[src/rtl/ile_pkg.sv]
// Package for the indexed list engine.
// Holds the command and status codes, the beat types and the sequencer states.
// No dependencies.
package ile_pkg;

  localparam int DEPTH_DEF      = 64;
  localparam int DATA_WIDTH_DEF = 32;
  localparam int POS_W          = 6;

  localparam logic [2:0] CMD_APPEND  = 3'd0;
  localparam logic [2:0] CMD_GET     = 3'd1;
  localparam logic [2:0] CMD_SET     = 3'd2;
  localparam logic [2:0] CMD_REMOVE  = 3'd3;
  localparam logic [2:0] CMD_REVERSE = 3'd4;

  localparam logic [1:0] STAT_OK   = 2'd0;
  localparam logic [1:0] STAT_OOB  = 2'd1;
  localparam logic [1:0] STAT_FULL = 2'd2;

  typedef struct packed {
    logic [2:0]       cmd;
    logic [POS_W-1:0] position;
    logic [31:0]      item_value;
  } req_t;

  typedef struct packed {
    logic [1:0]  status;
    logic [31:0] read_value;
    logic [6:0]  entry_count;
  } rsp_t;

  typedef enum logic [2:0] {
    S_IDLE,
    S_GET_WAIT,
    S_RM_SHIFT,
    S_REV_LO,
    S_REV_HI,
    S_REV_NXT,
    S_REV_LAST
  } state_t;

endpackage

[src/rtl/ile_mem.sv]
// Entry store of the indexed list engine: one write port, one read port,
// read data registered. Depends on ile_pkg for defaults.
module ile_mem
  import ile_pkg::*;
#(
  parameter int DEPTH      = DEPTH_DEF,
  parameter int DATA_WIDTH = DATA_WIDTH_DEF,
  localparam int AW        = (DEPTH > 1) ? $clog2(DEPTH) : 1
) (
  input  logic                  clk,
  input  logic                  we,
  input  logic [AW-1:0]         waddr,
  input  logic [DATA_WIDTH-1:0] wdata,
  input  logic                  re,
  input  logic [AW-1:0]         raddr,
  output logic [DATA_WIDTH-1:0] rdata
);

  logic [DATA_WIDTH-1:0] mem [DEPTH];

  always_ff @(posedge clk) begin
    if (we) begin
      mem[waddr] <= wdata;
    end
    if (re) begin
      rdata <= mem[raddr];
    end
  end

endmodule

[src/rtl/ile_ctrl.sv]
// Command sequencer of the indexed list engine: decodes commands, keeps the
// count, walks the entry store for remove and reverse. Depends on ile_pkg.
module ile_ctrl
  import ile_pkg::*;
#(
  parameter int DEPTH      = DEPTH_DEF,
  parameter int DATA_WIDTH = DATA_WIDTH_DEF,
  localparam int AW        = (DEPTH > 1) ? $clog2(DEPTH) : 1
) (
  input  logic                  clk,
  input  logic                  rst,
  input  logic                  start,
  output logic                  busy,
  input  req_t                  request,
  output logic                  done,
  output rsp_t                  result,
  output logic                  mem_we,
  output logic [AW-1:0]         mem_waddr,
  output logic [DATA_WIDTH-1:0] mem_wdata,
  output logic                  mem_re,
  output logic [AW-1:0]         mem_raddr,
  input  logic [DATA_WIDTH-1:0] mem_rdata
);

  localparam int CW   = $clog2(DEPTH + 1);
  localparam int CMPW = ((CW > POS_W) ? CW : POS_W) + 1;
  localparam int XW   = CW + 1;
  localparam int RW   = AW + 1;

  state_t                state, state_next;
  logic [CW-1:0]         count, count_next;
  logic [AW-1:0]         lo, lo_next;
  logic [AW-1:0]         hi, hi_next;
  logic [DATA_WIDTH-1:0] tmp, tmp_next;

  logic                  fin;
  logic [1:0]            fin_status;
  logic [31:0]           fin_read;

  logic [CMPW-1:0]       pos_ext;
  logic [CMPW-1:0]       cnt_ext;
  logic                  in_range;
  logic [AW-1:0]         pos_addr;
  logic [CMPW-1:0]       pos_inc;
  logic [DATA_WIDTH-1:0] word;
  logic [XW-1:0]         idx_plus2;
  logic                  rm_more;
  logic [RW-1:0]         lo_plus2;
  logic                  rev_more;

  assign busy      = (state != S_IDLE);
  assign pos_ext   = CMPW'(request.position);
  assign cnt_ext   = CMPW'(count);
  assign in_range  = (pos_ext < cnt_ext);
  assign pos_addr  = AW'(request.position);
  assign pos_inc   = pos_ext + CMPW'(1);
  assign word      = DATA_WIDTH'(request.item_value);
  assign idx_plus2 = XW'(lo) + XW'(2);
  assign rm_more   = (idx_plus2 < XW'(count));
  assign lo_plus2  = RW'(lo) + RW'(2);
  assign rev_more  = (lo_plus2 < RW'(hi));

  always_comb begin
    state_next = state;
    count_next = count;
    lo_next    = lo;
    hi_next    = hi;
    tmp_next   = tmp;
    fin        = 1'b0;
    fin_status = STAT_OK;
    fin_read   = '0;
    mem_we     = 1'b0;
    mem_waddr  = lo;
    mem_wdata  = mem_rdata;
    mem_re     = 1'b0;
    mem_raddr  = lo;

    unique case (state)
      S_IDLE: begin
        if (start) begin
          unique case (request.cmd)
            CMD_APPEND: begin
              fin = 1'b1;
              if (count == CW'(DEPTH)) begin
                fin_status = STAT_FULL;
              end else begin
                mem_we     = 1'b1;
                mem_waddr  = AW'(count);
                mem_wdata  = word;
                count_next = count + CW'(1);
              end
            end
            CMD_GET: begin
              if (in_range) begin
                mem_re     = 1'b1;
                mem_raddr  = pos_addr;
                state_next = S_GET_WAIT;
              end else begin
                fin        = 1'b1;
                fin_status = STAT_OOB;
              end
            end
            CMD_SET: begin
              fin = 1'b1;
              if (in_range) begin
                mem_we    = 1'b1;
                mem_waddr = pos_addr;
                mem_wdata = word;
              end else begin
                fin_status = STAT_OOB;
              end
            end
            CMD_REMOVE: begin
              if (!in_range) begin
                fin        = 1'b1;
                fin_status = STAT_OOB;
              end else if (pos_inc < cnt_ext) begin
                // fetch the successor, then shift one entry per cycle
                mem_re     = 1'b1;
                mem_raddr  = AW'(pos_inc);
                lo_next    = pos_addr;
                state_next = S_RM_SHIFT;
              end else begin
                // last entry: only the count drops
                fin        = 1'b1;
                count_next = count - CW'(1);
              end
            end
            CMD_REVERSE: begin
              if (count > CW'(1)) begin
                mem_re     = 1'b1;
                mem_raddr  = '0;
                lo_next    = '0;
                hi_next    = AW'(count - CW'(1));
                state_next = S_REV_LO;
              end else begin
                fin = 1'b1;
              end
            end
            default: begin
              fin = 1'b1;
            end
          endcase
        end
      end
      S_GET_WAIT: begin
        fin        = 1'b1;
        fin_read   = 32'(mem_rdata);
        state_next = S_IDLE;
      end
      S_RM_SHIFT: begin
        mem_we    = 1'b1;
        mem_waddr = lo;
        mem_wdata = mem_rdata;
        if (rm_more) begin
          mem_re    = 1'b1;
          mem_raddr = AW'(idx_plus2);
          lo_next   = lo + AW'(1);
        end else begin
          fin        = 1'b1;
          count_next = count - CW'(1);
          state_next = S_IDLE;
        end
      end
      S_REV_LO: begin
        tmp_next   = mem_rdata;
        mem_re     = 1'b1;
        mem_raddr  = hi;
        state_next = S_REV_HI;
      end
      S_REV_HI: begin
        mem_we    = 1'b1;
        mem_waddr = lo;
        mem_wdata = mem_rdata;
        if (rev_more) begin
          mem_re     = 1'b1;
          mem_raddr  = lo + AW'(1);
          state_next = S_REV_NXT;
        end else begin
          state_next = S_REV_LAST;
        end
      end
      S_REV_NXT: begin
        mem_we     = 1'b1;
        mem_waddr  = hi;
        mem_wdata  = tmp;
        tmp_next   = mem_rdata;
        lo_next    = lo + AW'(1);
        hi_next    = hi - AW'(1);
        mem_re     = 1'b1;
        mem_raddr  = hi - AW'(1);
        state_next = S_REV_HI;
      end
      S_REV_LAST: begin
        mem_we     = 1'b1;
        mem_waddr  = hi;
        mem_wdata  = tmp;
        fin        = 1'b1;
        state_next = S_IDLE;
      end
      default: begin
        state_next = S_IDLE;
      end
    endcase
  end

  always_ff @(posedge clk) begin
    if (rst) begin
      state <= S_IDLE;
      count <= '0;
      done  <= 1'b0;
    end else begin
      state <= state_next;
      count <= count_next;
      done  <= fin;
    end
  end

  always_ff @(posedge clk) begin
    lo  <= lo_next;
    hi  <= hi_next;
    tmp <= tmp_next;
    if (fin) begin
      result.status      <= fin_status;
      result.read_value  <= fin_read;
      result.entry_count <= 7'(count_next);
    end
  end

  a_count_cap : assert property (@(posedge clk) disable iff (rst)
    count <= CW'(DEPTH))
    else $error("entry count above capacity");

  a_no_rw_clash : assert property (@(posedge clk) disable iff (rst)
    (mem_we && mem_re) |-> (mem_waddr != mem_raddr))
    else $error("read and write hit the same entry in one cycle");

  a_full_flag : assert property (@(posedge clk) disable iff (rst)
    (done && result.status == STAT_FULL) |-> (count == CW'(DEPTH)))
    else $error("full status while the list has room");

  a_done_cause : assert property (@(posedge clk) disable iff (rst)
    done |-> ($past(start) || $past(busy)))
    else $error("result beat without a command in flight");

endmodule

[src/rtl/indexed_list_engine.sv]
// Top level of the indexed list engine: an ordered list of data words.
// Instantiates ile_ctrl and ile_mem; types and codes come from ile_pkg.
//
// Usage:
//   Drive request (cmd, position, item_value) and raise start. The command
//   beat is taken at the clock edge where start is high and busy is low.
//   Each command returns exactly one result beat on result, marked by done
//   for one cycle; the receiver cannot stall, so sample it when done is high.
//   Append, set, out-of-range and unused commands are answered straight
//   from idle. Get reads the store and answers from S_GET_WAIT. Remove
//   shifts the later entries down in S_RM_SHIFT; removing the last entry
//   only drops the count. Reverse reads the low entry in S_REV_LO, swaps
//   pairs through S_REV_HI and S_REV_NXT, and ends in S_REV_LAST.
//   Remove and reverse are bounded by the single read port of the entry
//   store: one entry moves per cycle. busy drops in the cycle done is
//   shown, so the next command may be taken while the previous result
//   is on the ports.
//   Reset (rst, synchronous) empties the list; stored words need no clearing
//   since only entries below the count are ever read.
module indexed_list_engine
  import ile_pkg::*;
#(
  parameter int DEPTH      = DEPTH_DEF,
  parameter int DATA_WIDTH = DATA_WIDTH_DEF
) (
  input  logic clk,
  input  logic rst,
  input  logic start,
  output logic busy,
  input  req_t request,
  output logic done,
  output rsp_t result
);

  localparam int AW = (DEPTH > 1) ? $clog2(DEPTH) : 1;

  // store port, driven by the sequencer
  logic                  mem_we;
  logic [AW-1:0]         mem_waddr;
  logic [DATA_WIDTH-1:0] mem_wdata;
  logic                  mem_re;
  logic [AW-1:0]         mem_raddr;
  logic [DATA_WIDTH-1:0] mem_rdata;

  // decode, count and walk the list
  ile_ctrl #(
    .DEPTH      (DEPTH),
    .DATA_WIDTH (DATA_WIDTH)
  ) u_ctrl (
    .clk       (clk),
    .rst       (rst),
    .start     (start),
    .busy      (busy),
    .request   (request),
    .done      (done),
    .result    (result),
    .mem_we    (mem_we),
    .mem_waddr (mem_waddr),
    .mem_wdata (mem_wdata),
    .mem_re    (mem_re),
    .mem_raddr (mem_raddr),
    .mem_rdata (mem_rdata)
  );

  // hold the words; read data lands in the cycle after the address
  ile_mem #(
    .DEPTH      (DEPTH),
    .DATA_WIDTH (DATA_WIDTH)
  ) u_mem (
    .clk   (clk),
    .we    (mem_we),
    .waddr (mem_waddr),
    .wdata (mem_wdata),
    .re    (mem_re),
    .raddr (mem_raddr),
    .rdata (mem_rdata)
  );

endmodule

[config.mk]
export PLATFORM = sky130hd
export DESIGN_NAME = indexed_list_engine
export DESIGN_NICKNAME = d
export VERILOG_FILES = /design/src/rtl/ile_pkg.sv /design/src/rtl/ile_mem.sv /design/src/rtl/ile_ctrl.sv /design/src/rtl/indexed_list_engine.sv
export SDC_FILE = /design/constraint.sdc
export NUM_CORES = 2
export LEC_CHECK = 0
export ABC_CLOCK_PERIOD_IN_PS = 8200
export CAP_MARGIN = 20
export CORE_ASPECT_RATIO = 1.25
export CORE_MARGIN = 1
export CORE_UTILIZATION = 45
export DETAILED_ROUTE_END_ITERATION = 12
export DONT_BUFFER_PORTS = 1
export PLACE_DENSITY = 0.64
export SLEW_MARGIN = 10
export SYNTH_ARGS = -nofsm -noshare
export SYNTH_HDL_FRONTEND = slang
export SYNTH_SLANG_ARGS = --single-unit
[constraint.sdc]
create_clock -name clk -period 8.2 [get_ports clk]
set_input_delay 1.64 -clock clk [delete_from_list [all_inputs] [get_ports clk]]
set_output_delay 1.64 -clock clk [all_outputs]
set_load 0.02 [all_outputs]
==> results.toml <==
[clock_tree]
hold_buffers = 0
cts_inserted_buffers = 200
cts_setup_buffers = 0
clk_latency_ns = 0.90
path_clk_slew_ns = 0.07
cts_num_sinks = 2176
htreeDepth = 4
cts_root_buf = "clkbuf_16"
max-clock-path-buffers = 3
cts_resized = 0
cts_tree = "built"

[timing]
rsz0062_at_grt = "false"
relSlewSlack_pct = 12.0
skew_ns = 0.0919
period_needed_ns = 7.45
fin_tns_setup_ns = 0
hold_violations = 0
whs_ns = 0.537
tightest_slew_ns = 1.31
fin_crit_sh_pct = 90.9
finalSetupViolCount = 0
max_freq_mhz = 134
slew_violations = 0

[synthesis]
synth_fp_nets = 6112
seq_area_frac_synth_pct = 73.1
syn_avg_cell_area_um2 = 14.8
syn_inst = 6039
synth_edf_count = 2165
synthDistinctLibCells = 91
async_flop_share_pct = 0
synth_seq_cells = 2176
synthFlopType = "edfxtp_1"
yosysWarnings = 0
syn-cell-area_um2 = 89300

[global_route]
grt_pass1_wl_um = 400000
grt_use_met1_pct = 34.3
gr-usage-met3_pct = 5.13
grt_pass1_vias = 54400
grt_max_degree = 107
use_met2_pct = 45.5
grt_use_total_pct = 27.8
busiest_layer = "met2"
grt-ovfl-total = 0
antenna_found_initial = 21

[routing]
drc = 0
avgRoutedWirePerCell_um = 31.9
ant_nets = 0
first_iter_violations = 8028
vias = 56500
vias_per_cell = 6.38
dr.pass1.iters = 8
routed_wl_um = 283000

[floorplan]
dieWidth_um = 400
die_area_um2 = 200000
initial_utilization_pct = 45.3
top_level_ports = 87
die_height_um = 500
core_area_um2 = 197000
fp-row-count = 182

[placed_design]
dpl_cell_area_um2 = 93700
hpwl_um = 171000
place_congestion = 0.934
port_buffers = 0
dp.cells = 8476

[final_layout]
area_growth_syn_to_layout_pct = 12.3
regArea_um2 = 65200
final_area_um2 = 100000
drive_gt1_share_pct = 13.9
final_common_cell = "edfxtp_1"
nets = 6175
multi_input_area_um2 = 22100
final_cell_mix = "edfxtp_1, nand2_1, nand3_1"
n_fill_cell = 16100
instances_no_fill = 8860

[power]
p_per_area_nw_per_um2 = 246
vdd_drop_max_v = 0.000213
p_leak_nw = 33.1

[flow_run]
drv_cap = 0

[critical_path]
start_kind = "register"
crit_required_ns = 8.80
crit_path_max_fanout = 28
crit_type = "register to register"
worst-endpoint-arrival_ns = 8.05
cp-end-kind = "register"

[worst_hold_path]
hp-class = "register to register"

[outcome]
status = "finished clean"
-- metal layers --
metal / part of all wire, % / up-vias / routed length (um)
met4: 6.8 / 12 / 19200
met5: 0.024 / - / 69
met1: 36 / 28900 / 102000
li1: - / 23600 / -
met2: 48 / 3336 / 135000
met3: 9.4 / 664 / 26500
-- synth_stat cells, types with 25 or more instances --
master	instances	area share [%]
a2111oi_0	43	0.42
a211oi_1	125	1.1
a21oi_1	98	0.55
a221o_1	44	0.49
a22oi_1	53	0.45
a311oi_1	111	1.1
a31o_2	29	0.28
a31oi_1	241	1.7
and2_1	39	0.27
buf_2	186	1.0
buf_4	51	0.43
buf_6	25	0.32
clkbuf_1	149	0.63
edfxtp_1	2165	73
ha_1	29	0.41
inv_1	145	0.61
mux2i_1	243	2.7
mux4_2	102	2.6
nand2_1	1034	4.3
nand3_1	442	2.5
nand4_1	48	0.34
nor2_1	139	0.58
nor3_1	68	0.38
o21ai_0	33	0.19
o22ai_1	30	0.21
-- per-stage QoR --
stage / utilization (%) / total power [mW] / setup WS [ns]
after floorplan: - / 14.3 / 1.42
after global placement: 47.6 / 15.5 / 0.544
after detailed placement: 47.6 / 15.5 / 0.588
after CTS: 50.9 / 24.7 / 0.906
after global routing: 50.9 / 25.2 / 0.511
final: 50.9 / 24.6 / 0.750
-- flip-flops by register name, indices dropped and copies added, names as in the netlist --
| name | count |
|---|---|
| u_mem.rdata | 32 |
| u_ctrl.tmp | 32 |
| u_mem.mem | 2048 |
| u_ctrl.result | 41 |
| u_ctrl.count | 7 |
| u_ctrl.done | 1 |
| u_ctrl.lo | 6 |
| u_ctrl.hi | 6 |
| u_ctrl.state | 3 |
-- layout make-up --
cell class	instances	share of cell area, %
timing repair buffer	286	2.63
tap	2576	3.22
inverter	148	0.554
antenna	20	0.0499
clock buffer	233	5.12
clock inverter	131	1.36
multi-input combinational	3290	22.0
sequential	2176	65.1
-- where the power goes --
group	internal, mW	switching [mW]	total [mW]	leakage, nW
registers	12.4	0.0626	12.5	19.7
clock network	5.06	4.25	9.31	3.15
logic	0.804	2.04	2.84	10.3
total	18.3	6.35	24.6	33.1
-- cells by family after synthesis --
logic type      count (synthesis)  share of synthesized area, %
xor+xnor                       17                         0.167
flops                        2176                          73.1
mux                           369                          5.60
buf+inv                       573                          3.09
fa+ha+maj                      29                         0.406
simple gates                 1880                          9.32
compound gates                995                          8.33
-- path summary, 6_finish.rpt --
| path | from | endpoint | slack, ns | depth (start not counted) |
|---|---|---|---|---|
| max | u_ctrl.lo[1] | u_mem.rdata[12] | 0.75 | 16 |
| min reg2reg | u_mem.rdata[25] | u_ctrl.tmp[25] | 0.54 | 0 |
| min | u_mem.rdata[25] | u_ctrl.tmp[25] | 0.54 | 0 |
| max reg2reg | u_ctrl.lo[1] | u_mem.rdata[12] | 0.75 | 16 |
-- critical path, cell delays in order (launching register included) --
cell and delay (ns):
edfxtp_1 0.77, ha_1 0.46, nand3_1 0.14, xnor2_1 0.28
ha_1 0.32, a2111oi_2 0.53, o21ai_1 0.22, and3_1 0.40
nor4_4 0.52, a31oi_4 0.24, nor2_4 0.87, buf_4 0.37
buf_4 0.21, a22oi_1 0.11, a22oi_1 0.38, nor3b_1 0.84
or4b_1 0.49
Note: power is estimated with default switching activity, not from simulation.
